==> src/rtl/frc_pkg.sv <==
// Shared types, constants and codes for the framed remote control receiver.
`default_nettype none
package frc_pkg;

  localparam int unsigned PAYLOAD_MAX_DEF = 16;
  localparam int unsigned CONTROL_LEN     = 7;
  localparam int unsigned CTRL_IDX_W      = $clog2(CONTROL_LEN);
  localparam int unsigned CFG_IDX_W       = 3;
  localparam int unsigned CFG_DATA_W      = 16;

  typedef enum logic [2:0] {
    ST_NONE       = 3'd0,
    ST_CONTROL    = 3'd1,
    ST_CONNECT    = 3'd2,
    ST_DISCONNECT = 3'd3,
    ST_OTHER      = 3'd4,
    ST_BADSUM     = 3'd5,
    ST_TOOLONG    = 3'd6
  } frame_status_e;

  typedef enum logic [CFG_IDX_W-1:0] {
    REG_HEADER_FIRST   = 3'd0,
    REG_HEADER_SECOND  = 3'd1,
    REG_CONTROL_TYPE   = 3'd2,
    REG_EVENT_TYPE     = 3'd3,
    REG_CONNECT_CODE   = 3'd4,
    REG_DISCONNECT_CODE = 3'd5,
    REG_SIGNAL_LOST    = 3'd6
  } cfg_reg_e;

  typedef struct packed {
    logic [7:0]  header_first;
    logic [7:0]  header_second;
    logic [7:0]  control_type;
    logic [7:0]  event_type;
    logic [7:0]  connect_code;
    logic [7:0]  disconnect_code;
    logic [15:0] signal_lost_ticks;
  } cfg_t;

  typedef logic [CONTROL_LEN-1:0][7:0] ctrl_bytes_t;

  // Frame result handed from the parser to the control register bank.
  typedef struct packed {
    frame_status_e status;
    logic          load_ctrl;
    logic          set_conn;
    logic          clr_conn;
  } frame_evt_t;

endpackage
`default_nettype wire

==> src/rtl/frc_parser.sv <==
// Frame parser: header match, length check, payload capture and XOR checksum.
`default_nettype none
module frc_parser #(
  parameter int unsigned PAYLOAD_MAX = frc_pkg::PAYLOAD_MAX_DEF
) (
  input  wire logic               clk_i,
  input  wire logic               rst_ni,
  input  wire logic               byte_step_i,
  input  wire logic [7:0]         rx_byte_i,
  input  wire frc_pkg::cfg_t      cfg_i,
  output frc_pkg::frame_evt_t     evt_o,
  output frc_pkg::ctrl_bytes_t    payload_o
);
  import frc_pkg::*;

  localparam int unsigned LEN_W = $clog2(PAYLOAD_MAX + 1);

  typedef enum logic [5:0] {
    PH_H1   = 6'b000001,
    PH_H2   = 6'b000010,
    PH_TYPE = 6'b000100,
    PH_LEN  = 6'b001000,
    PH_DATA = 6'b010000,
    PH_CHK  = 6'b100000
  } phase_e;

  phase_e            phase_q, phase_d;
  logic [7:0]        type_q, type_d;
  logic [LEN_W-1:0]  len_q, len_d;
  logic [LEN_W-1:0]  pos_q, pos_d;
  logic [LEN_W-1:0]  pos_inc;
  logic [7:0]        sum_q, sum_d;
  ctrl_bytes_t       store_q;
  logic              store_we;
  frame_evt_t        evt;

  assign pos_inc = pos_q + LEN_W'(1);

  always_comb begin
    phase_d  = phase_q;
    type_d   = type_q;
    len_d    = len_q;
    pos_d    = pos_q;
    sum_d    = sum_q;
    store_we = 1'b0;
    evt      = '{status: ST_NONE, load_ctrl: 1'b0, set_conn: 1'b0, clr_conn: 1'b0};
    unique case (phase_q)
      PH_H1: begin
        sum_d = '0;
        if (rx_byte_i == cfg_i.header_first) phase_d = PH_H2;
      end
      PH_H2: begin
        phase_d = (rx_byte_i == cfg_i.header_second) ? PH_TYPE : PH_H1;
      end
      PH_TYPE: begin
        type_d  = rx_byte_i;
        sum_d   = rx_byte_i;
        phase_d = PH_LEN;
      end
      PH_LEN: begin
        sum_d = sum_q ^ rx_byte_i;
        if (rx_byte_i > 8'(PAYLOAD_MAX)) begin
          phase_d    = PH_H1;
          evt.status = ST_TOOLONG;
        end else begin
          len_d   = rx_byte_i[LEN_W-1:0];
          pos_d   = '0;
          phase_d = (rx_byte_i == 8'd0) ? PH_CHK : PH_DATA;
        end
      end
      PH_DATA: begin
        // Only the leading control-length bytes are ever read back.
        store_we = (pos_q < LEN_W'(CONTROL_LEN));
        pos_d    = pos_inc;
        sum_d    = sum_q ^ rx_byte_i;
        if (pos_inc >= len_q) phase_d = PH_CHK;
      end
      PH_CHK: begin
        phase_d = PH_H1;
        if (rx_byte_i != sum_q) begin
          evt.status = ST_BADSUM;
        end else if (type_q == cfg_i.control_type && len_q == LEN_W'(CONTROL_LEN)) begin
          evt.status    = ST_CONTROL;
          evt.load_ctrl = 1'b1;
        end else if (type_q == cfg_i.event_type && len_q == LEN_W'(1)
                     && store_q[0] == cfg_i.connect_code) begin
          evt.status   = ST_CONNECT;
          evt.set_conn = 1'b1;
        end else if (type_q == cfg_i.event_type && len_q == LEN_W'(1)
                     && store_q[0] == cfg_i.disconnect_code) begin
          evt.status   = ST_DISCONNECT;
          evt.clr_conn = 1'b1;
        end else begin
          evt.status = ST_OTHER;
        end
      end
      default: begin
        phase_d = PH_H1;
      end
    endcase
    if (!byte_step_i) begin
      phase_d  = phase_q;
      type_d   = type_q;
      len_d    = len_q;
      pos_d    = pos_q;
      sum_d    = sum_q;
      store_we = 1'b0;
      evt      = '{status: ST_NONE, load_ctrl: 1'b0, set_conn: 1'b0, clr_conn: 1'b0};
    end
  end

  always_ff @(posedge clk_i or negedge rst_ni) begin
    if (!rst_ni) begin
      phase_q <= PH_H1;
      type_q  <= '0;
      len_q   <= '0;
      pos_q   <= '0;
      sum_q   <= '0;
    end else begin
      phase_q <= phase_d;
      type_q  <= type_d;
      len_q   <= len_d;
      pos_q   <= pos_d;
      sum_q   <= sum_d;
    end
  end

  always_ff @(posedge clk_i) begin
    if (store_we) store_q[pos_q[CTRL_IDX_W-1:0]] <= rx_byte_i;
  end

  assign evt_o     = evt;
  assign payload_o = store_q;

endmodule
`default_nettype wire

==> src/rtl/frc_ctrl_regs.sv <==
// Control field bank, connected flag and idle tick counter with signal-lost clear.
`default_nettype none
module frc_ctrl_regs (
  input  wire logic                 clk_i,
  input  wire logic                 rst_ni,
  input  wire logic                 step_i,
  input  wire logic                 tick_i,
  input  wire frc_pkg::frame_evt_t  evt_i,
  input  wire frc_pkg::ctrl_bytes_t payload_i,
  input  wire logic [15:0]          signal_lost_ticks_i,
  output frc_pkg::ctrl_bytes_t      fields_o,
  output logic                      connected_o,
  output logic                      alive_o
);
  import frc_pkg::*;

  ctrl_bytes_t fields_q, fields_d;
  logic        conn_q, conn_d;
  logic [15:0] idle_q, idle_d;
  logic        alive_q, alive_d;

  always_comb begin
    fields_d = fields_q;
    conn_d   = conn_q;
    idle_d   = idle_q;
    if (tick_i) begin
      if (idle_q != 16'hFFFF) idle_d = idle_q + 16'd1;
    end
    if (evt_i.load_ctrl) begin
      fields_d = payload_i;
      idle_d   = '0;
    end
    if (evt_i.set_conn) conn_d = 1'b1;
    if (evt_i.clr_conn) conn_d = 1'b0;
    alive_d = (idle_d <= signal_lost_ticks_i);
    if (!alive_d) fields_d = '0;
  end

  always_ff @(posedge clk_i or negedge rst_ni) begin
    if (!rst_ni) begin
      fields_q <= '0;
      conn_q   <= 1'b0;
      idle_q   <= '0;
      alive_q  <= 1'b1;
    end else if (step_i) begin
      fields_q <= fields_d;
      conn_q   <= conn_d;
      idle_q   <= idle_d;
      alive_q  <= alive_d;
    end
  end

  assign fields_o    = fields_q;
  assign connected_o = conn_q;
  assign alive_o     = alive_q;

endmodule
`default_nettype wire

==> src/rtl/framed_remote_control_receiver_core.sv <==
// Top level of the framed remote control receiver: input stage, config, result register.
// Timing: an accepted transaction is held in the input stage register and is processed
//   when the result slot is free; its result is then registered and shown on the output channel.
// Throughput: one transaction per cycle while the result channel is not stalled.
// Reset: asynchronous, active low; parser waits for the first header, control fields,
//   connected flag and idle counter clear, alive flag sets, config registers take their default values.
`default_nettype none
module framed_remote_control_receiver_core #(
  parameter int unsigned PAYLOAD_MAX = frc_pkg::PAYLOAD_MAX_DEF
) (
  input  wire logic                           clk_i,
  input  wire logic                           rst_ni,
  // input channel
  input  wire logic                           in_valid_i,
  output logic                                in_ready_o,
  input  wire logic                           operation_i,
  input  wire logic [7:0]                     rx_byte_i,
  // configuration write channel
  input  wire logic                           cfg_valid_i,
  output logic                                cfg_ready_o,
  input  wire logic [frc_pkg::CFG_IDX_W-1:0]  cfg_index_i,
  input  wire logic [frc_pkg::CFG_DATA_W-1:0] cfg_data_i,
  // result channel
  output logic                                out_valid_o,
  input  wire logic                           out_ready_i,
  output logic [7:0]                          buttons_o,
  output logic [7:0]                          misc_buttons_o,
  output logic [7:0]                          dpad_o,
  output logic signed [7:0]                   left_x_o,
  output logic signed [7:0]                   left_y_o,
  output logic signed [7:0]                   right_x_o,
  output logic signed [7:0]                   right_y_o,
  output logic                                connected_o,
  output logic                                link_alive_o,
  output logic [2:0]                          frame_status_o
);
  import frc_pkg::*;

  // Input stage: hold one transaction while the result register is stalled.
  logic       in_valid_q;
  logic       op_q;
  logic [7:0] byte_q;
  logic       out_valid_q;
  logic       step;

  cfg_t          cfg_q;
  frame_evt_t    evt;
  ctrl_bytes_t   payload;
  ctrl_bytes_t   fields;
  frame_status_e status_q;

  // Advance when the input stage holds a transaction and the result slot is free.
  assign step       = in_valid_q && (!out_valid_q || out_ready_i);
  assign in_ready_o = !in_valid_q || step;

  always_ff @(posedge clk_i or negedge rst_ni) begin
    if (!rst_ni) begin
      in_valid_q <= 1'b0;
    end else if (in_ready_o) begin
      in_valid_q <= in_valid_i;
    end
  end

  always_ff @(posedge clk_i) begin
    if (in_ready_o && in_valid_i) begin
      op_q   <= operation_i;
      byte_q <= rx_byte_i;
    end
  end

  // Configuration registers: always ready, writes beyond the list are dropped.
  assign cfg_ready_o = 1'b1;

  always_ff @(posedge clk_i or negedge rst_ni) begin
    if (!rst_ni) begin
      cfg_q.header_first      <= 8'd170;
      cfg_q.header_second     <= 8'd85;
      cfg_q.control_type      <= 8'd1;
      cfg_q.event_type        <= 8'd2;
      cfg_q.connect_code      <= 8'd1;
      cfg_q.disconnect_code   <= 8'd2;
      cfg_q.signal_lost_ticks <= 16'd500;
    end else if (cfg_valid_i) begin
      unique case (cfg_index_i)
        REG_HEADER_FIRST:    cfg_q.header_first      <= cfg_data_i[7:0];
        REG_HEADER_SECOND:   cfg_q.header_second     <= cfg_data_i[7:0];
        REG_CONTROL_TYPE:    cfg_q.control_type      <= cfg_data_i[7:0];
        REG_EVENT_TYPE:      cfg_q.event_type        <= cfg_data_i[7:0];
        REG_CONNECT_CODE:    cfg_q.connect_code      <= cfg_data_i[7:0];
        REG_DISCONNECT_CODE: cfg_q.disconnect_code   <= cfg_data_i[7:0];
        REG_SIGNAL_LOST:     cfg_q.signal_lost_ticks <= cfg_data_i;
        default: ;
      endcase
    end
  end

  // Byte transactions feed the parser; ticks only advance the idle counter.
  frc_parser #(
    .PAYLOAD_MAX(PAYLOAD_MAX)
  ) u_parser (
    .clk_i      (clk_i),
    .rst_ni     (rst_ni),
    .byte_step_i(step && !op_q),
    .rx_byte_i  (byte_q),
    .cfg_i      (cfg_q),
    .evt_o      (evt),
    .payload_o  (payload)
  );

  frc_ctrl_regs u_ctrl_regs (
    .clk_i              (clk_i),
    .rst_ni             (rst_ni),
    .step_i             (step),
    .tick_i             (op_q),
    .evt_i              (evt),
    .payload_i          (payload),
    .signal_lost_ticks_i(cfg_q.signal_lost_ticks),
    .fields_o           (fields),
    .connected_o        (connected_o),
    .alive_o            (link_alive_o)
  );

  // Result register: the register bank doubles as the held result payload.
  always_ff @(posedge clk_i or negedge rst_ni) begin
    if (!rst_ni) begin
      out_valid_q <= 1'b0;
      status_q    <= ST_NONE;
    end else begin
      if (step) begin
        out_valid_q <= 1'b1;
        status_q    <= evt.status;
      end else if (out_ready_i) begin
        out_valid_q <= 1'b0;
      end
    end
  end

  assign out_valid_o    = out_valid_q;
  assign frame_status_o = status_q;
  assign buttons_o      = fields[0];
  assign misc_buttons_o = fields[1];
  assign dpad_o         = fields[2];
  assign left_x_o       = $signed(fields[3]);
  assign left_y_o       = $signed(fields[4]);
  assign right_x_o      = $signed(fields[5]);
  assign right_y_o      = $signed(fields[6]);

  // Lost link always shows cleared control data.
  a_lost_clears: assert property (@(posedge clk_i) disable iff (!rst_ni)
    !link_alive_o |-> (fields == '0))
    else $error("control fields not cleared while link lost");

  // An applied control frame restarts the idle counter, so the link is alive.
  a_control_alive: assert property (@(posedge clk_i) disable iff (!rst_ni)
    (out_valid_o && frame_status_o == ST_CONTROL) |-> link_alive_o)
    else $error("control frame applied but link reported lost");

  a_connect_flag: assert property (@(posedge clk_i) disable iff (!rst_ni)
    (out_valid_o && frame_status_o == ST_CONNECT) |-> connected_o)
    else $error("connect status without connected flag");

  a_disconnect_flag: assert property (@(posedge clk_i) disable iff (!rst_ni)
    (out_valid_o && frame_status_o == ST_DISCONNECT) |-> !connected_o)
    else $error("disconnect status with connected flag set");

  // A tick never carries a frame status.
  a_tick_status: assert property (@(posedge clk_i) disable iff (!rst_ni)
    (step && op_q) |=> (frame_status_o == ST_NONE))
    else $error("tick produced a frame status");

endmodule
`default_nettype wire
==> config.mk <==
export PLATFORM = sky130hd
export DESIGN_NAME = framed_remote_control_receiver_core
export DESIGN_NICKNAME = d
export VERILOG_FILES = /design/src/rtl/frc_pkg.sv /design/src/rtl/frc_parser.sv /design/src/rtl/frc_ctrl_regs.sv /design/src/rtl/framed_remote_control_receiver_core.sv
export SDC_FILE = /design/constraint.sdc
export NUM_CORES = 1
export LEC_CHECK = 0
export ABC_AREA = 1
export BUFFER_PORTS_ARGS = -buffer_cell sky130_fd_sc_hd__buf_2
export CAP_MARGIN = 20
export CORE_UTILIZATION = 30
export CTS_CLUSTER_DIAMETER = 100
export DETAILED_ROUTE_END_ITERATION = 6
export PLACE_DENSITY = 0.55
export SETUP_SLACK_MARGIN = 0.3
export SLEW_MARGIN = 20
export SYNTH_ARGS = -nofsm -noshare
export SYNTH_HDL_FRONTEND = slang
export SYNTH_SLANG_ARGS = --single-unit
==> constraint.sdc <==
create_clock -name clk_i -period 5.8 [get_ports clk_i]
set_clock_uncertainty 0.1 [all_clocks]
set_input_delay 1.16 -clock clk_i [delete_from_list [all_inputs] [get_ports clk_i]]
set_output_delay 1.16 -clock clk_i [all_outputs]
set_load 0.01 [all_outputs]
==> out/results.tsv <==
stage	metric	value	unit
outcome	status	complete, no violations	
die	Core Region	36700	um^2
die	DIE WIDTH	195	um
drt	initial DRC count	506	
power	Peak VDD IR	0.272	mV
worst_setup_path	CP arrival	4.27	ns
grt	vias in the first global route	8013	
yosys	dominant cell type by area after synthesis	dfrtp_1	
layout	most frequent cells in the layout	363 x nand2_1, 155 x dfrtp_1, 111 x inv_1, 97 x nor2_1, 96 x o21ai_0	
yosys	async set-reset flop share out of synthesis	0.729	
worst_setup_path	Setup crit end kind	register	
yosys	Yosys warnings	0	
timing	Worst-Margin Slew	0.989	ns
layout	Layout Area Growth over Synthesis	16.2	%
layout	layout filler cell count	3717	
yosys	FF+latch count, synth	240	
hold_path	Hold Crit Class	register to register	
place	post-place instance area	12200	um^2
clock_network	htree depth	1	
clock_network	clk buf depth	3	
worst_setup_path	Setup crit start kind	register	
grt	largest net degree at the start of global routing	104	
grt	gr usage total	0.147	
yosys	Mapped Avg Cell Area	9.05	um^2
worst_setup_path	Required @ worst endpoint	6.18	ns
worst_setup_path	crit path kind	register to register	
grt	global-route wire length before repair	44.5	mm
yosys	ranking of synthesized cells by area	dfrtp_1 35%, edfxtp_1 17%, nand2_1 12%	
timing	final setup violation count	0	
clock_network	TritonCTS buffer count	26	
layout	nets	1385	
place	placed cells	1768	
drt	DRT antenna net count	0	
yosys	Top FF cell, synth	dfrtp_1	
yosys	Synth Instances	1238	
yosys	Seq/Total Area, Yosys	0.568	
timing	PnR worst setup slack	1.91	ns
timing	fmax	257	MHz
timing	Tcrit/Tclk final	0.670	
power	PD cells	340	nW/um^2
drt	Vias	8339	
clock_network	worst skew pair latency	0.55	ns
clock_network	CTS resizes	0	
timing	crit path time final	3.89	ns
timing	RSZ-0062 raised after global routing	false	
layout	antenna cells	0	
layout	most common cell after layout, fill and taps aside	nand2_1	
die	DIE AREA	38100	um^2
layout	share of cells above drive strength 1	0.156	
grt	initial antenna violation count	0	
drt	drt wl/cell	15.1	um
place	dpl hpwl	18.7	mm
power	power after layout	4.43	mW
clock_network	CTS clk-pin slew, worst paths	0.06	ns
layout	post-route design area	13000	um^2
layout	Cell Count, Final, Fillers Out	1817	
clock_network	postcts setup bufs	0	
timing	Fin. Hold Viols	0	
clock_network	clock sinks	240	
clock_network	root buffer cell	clkbuf_16	
timing	setup tns final	0	ns
drt	1st-pass router iterations	5	
run	maxcap violations	0	
die	Ports	97	
worst_setup_path	crit-path max FO	56	
power	Leakage Power	6.36	nW
drt	vias per std cell	4.59	
die	Initial Util	0.305	
timing	Slew Viols, Final	0	
drt	Detailed Route WL	27.5	mm
yosys	EDFF count, synth	65	
place	Placer Congestion	0.822	
place	port bufs	95	
clock_network	# hold bufs at CTS	0	
grt	GR Overflow Total	0	
yosys	Yosys cell types	39	
die	row cnt	70	
drt	DRC Markers	0	
place	Post-Place Worst Slack	1.40	ns
timing	Slew headroom	0.340	
clock_network	CTS tree	yes	
yosys	synthesized cell area	11200	um^2
yosys	Post-Syn Nets	1294	
yosys	Yosys top cell area share	0.346	
die	die height	195	um
worst paths after layout:
check | from | end | slack, ns | cells after the start
worst max register to register | byte_q[7] | u_ctrl_regs.fields_o[16] | 1.91 | 19
worst min register to register | u_ctrl_regs.fields_o[33] | u_ctrl_regs.fields_o[33] | 0.37 | 2
min in group asynchronous | rst_ni | cfg_q[47] | 0.66 | 1
max in group asynchronous | rst_ni | u_ctrl_regs.alive_o | 3.84 | 2
worst min-delay path | u_ctrl_regs.fields_o[33] | u_ctrl_regs.fields_o[33] | 0.37 | 2
worst max-delay path | byte_q[7] | u_ctrl_regs.fields_o[16] | 1.91 | 19
Yosys cell counts, types with 3 or more instances:
| cell type | instances |
|---|---|
| nand4_1 | 75 |
| o21ai_0 | 96 |
| xor2_1 | 21 |
| buf_4 | 7 |
| dfstp_2 | 20 |
| xnor2_1 | 21 |
| nor3_1 | 11 |
| a21oi_1 | 34 |
| nand3_1 | 41 |
| dfrtp_1 | 155 |
| xnor2_2 | 5 |
| buf_2 | 14 |
| nor2_1 | 98 |
| ha_1 | 23 |
| inv_2 | 9 |
| clkbuf_1 | 24 |
| inv_1 | 112 |
| buf_6 | 5 |
| edfxtp_1 | 65 |
| and3_1 | 7 |
| nor2_2 | 4 |
| nand3b_1 | 3 |
| nand2_1 | 365 |
metal layers:
layer | vias up | part of all wire | track usage
met3 | 34 | 0.043 | 0.0266
met1 | 3945 | 0.47 | 0.198
met5 | - | 0 | 0
met4 | 0 | 0.015 | 0.0338
met2 | 140 | 0.47 | 0.244
li1 | 4220 | - | -
metrics by stage:
step | util | hold slack (ns)
2_1_floorplan | - | 0.353
3_3_place_gp | 0.331 | 0.352
3_5_place_dp | 0.331 | 0.356
4_1_cts | 0.354 | 0.369
5_1_grt | 0.355 | 0.381
6_report | 0.355 | 0.367
logic make-up (layout without fill, tap and decap cells):
family | count (synthesis) | in the layout | synth area share
adder cells (fa/ha/maj) | 23 | 23 | 0.0257
AO/OA/AOI/OAI | 135 | 135 | 0.0612
AND/OR/NAND/NOR | 615 | 615 | 0.237
buffers and inverters | 175 | 286 | 0.0659
multiplexers | 2 | 2 | 0.00201
flip-flops | 240 | 240 | 0.568
XOR/XNOR | 47 | 47 | 0.0401
other | 1 | 1 | 0.000335
worst max-delay path, stage by stage (launching register included):
cell      delay (ns)
edfxtp_1        0.79
xnor2_2         0.18
nand2_1         0.10
nor2_2          0.19
nand3_2         0.15
inv_2           0.12
nand2_4         0.14
and3_1          0.23
ha_1            0.29
nand2_1         0.06
inv_1           0.06
nand3_1         0.06
nor3_1          0.22
nand3_1         0.13
nand2_2         0.10
nand2_1         0.06
nand2_2         0.06
buf_4           0.53
nand2_1         0.13
nand2_1         0.09
layout make-up:
class / count / area, um^2 / area share
flip-flops and latches: 240 / 6360 / 0.488
multi-input cells: 823 / 4130 / 0.317
inverters: 123 / 462 / 0.0355
clock buffers: 39 / 761 / 0.0584
clock inverters: 9 / 95.1 / 0.00730
repair buffers: 115 / 632 / 0.0485
well taps: 468 / 586 / 0.0450
flip-flops by register name (all words and copies together) (netlist names):
register	count
u_parser.len_q	5
u_ctrl_regs.connected_o	1
u_parser.payload_o	56
u_parser.sum_q	8
u_ctrl_regs.idle_q	16
u_ctrl_regs.fields_o	56
u_parser.type_q	8
cfg_q	64
u_ctrl_regs.alive_o	1
u_parser.pos_q	5
in_valid_q	1
frame_status_o	3
u_parser.phase_q	6
byte_q	8
op_q	1
out_valid_o	1
power by group:
part	total (mW)	switching, mW	leakage (nW)	internal (mW)
clock	1.63	0.677	0.424	0.956
combinational	0.749	0.471	3.10	0.277
sequential	2.05	0.127	2.83	1.92
Note: power is estimated with default switching activity, not from simulation.
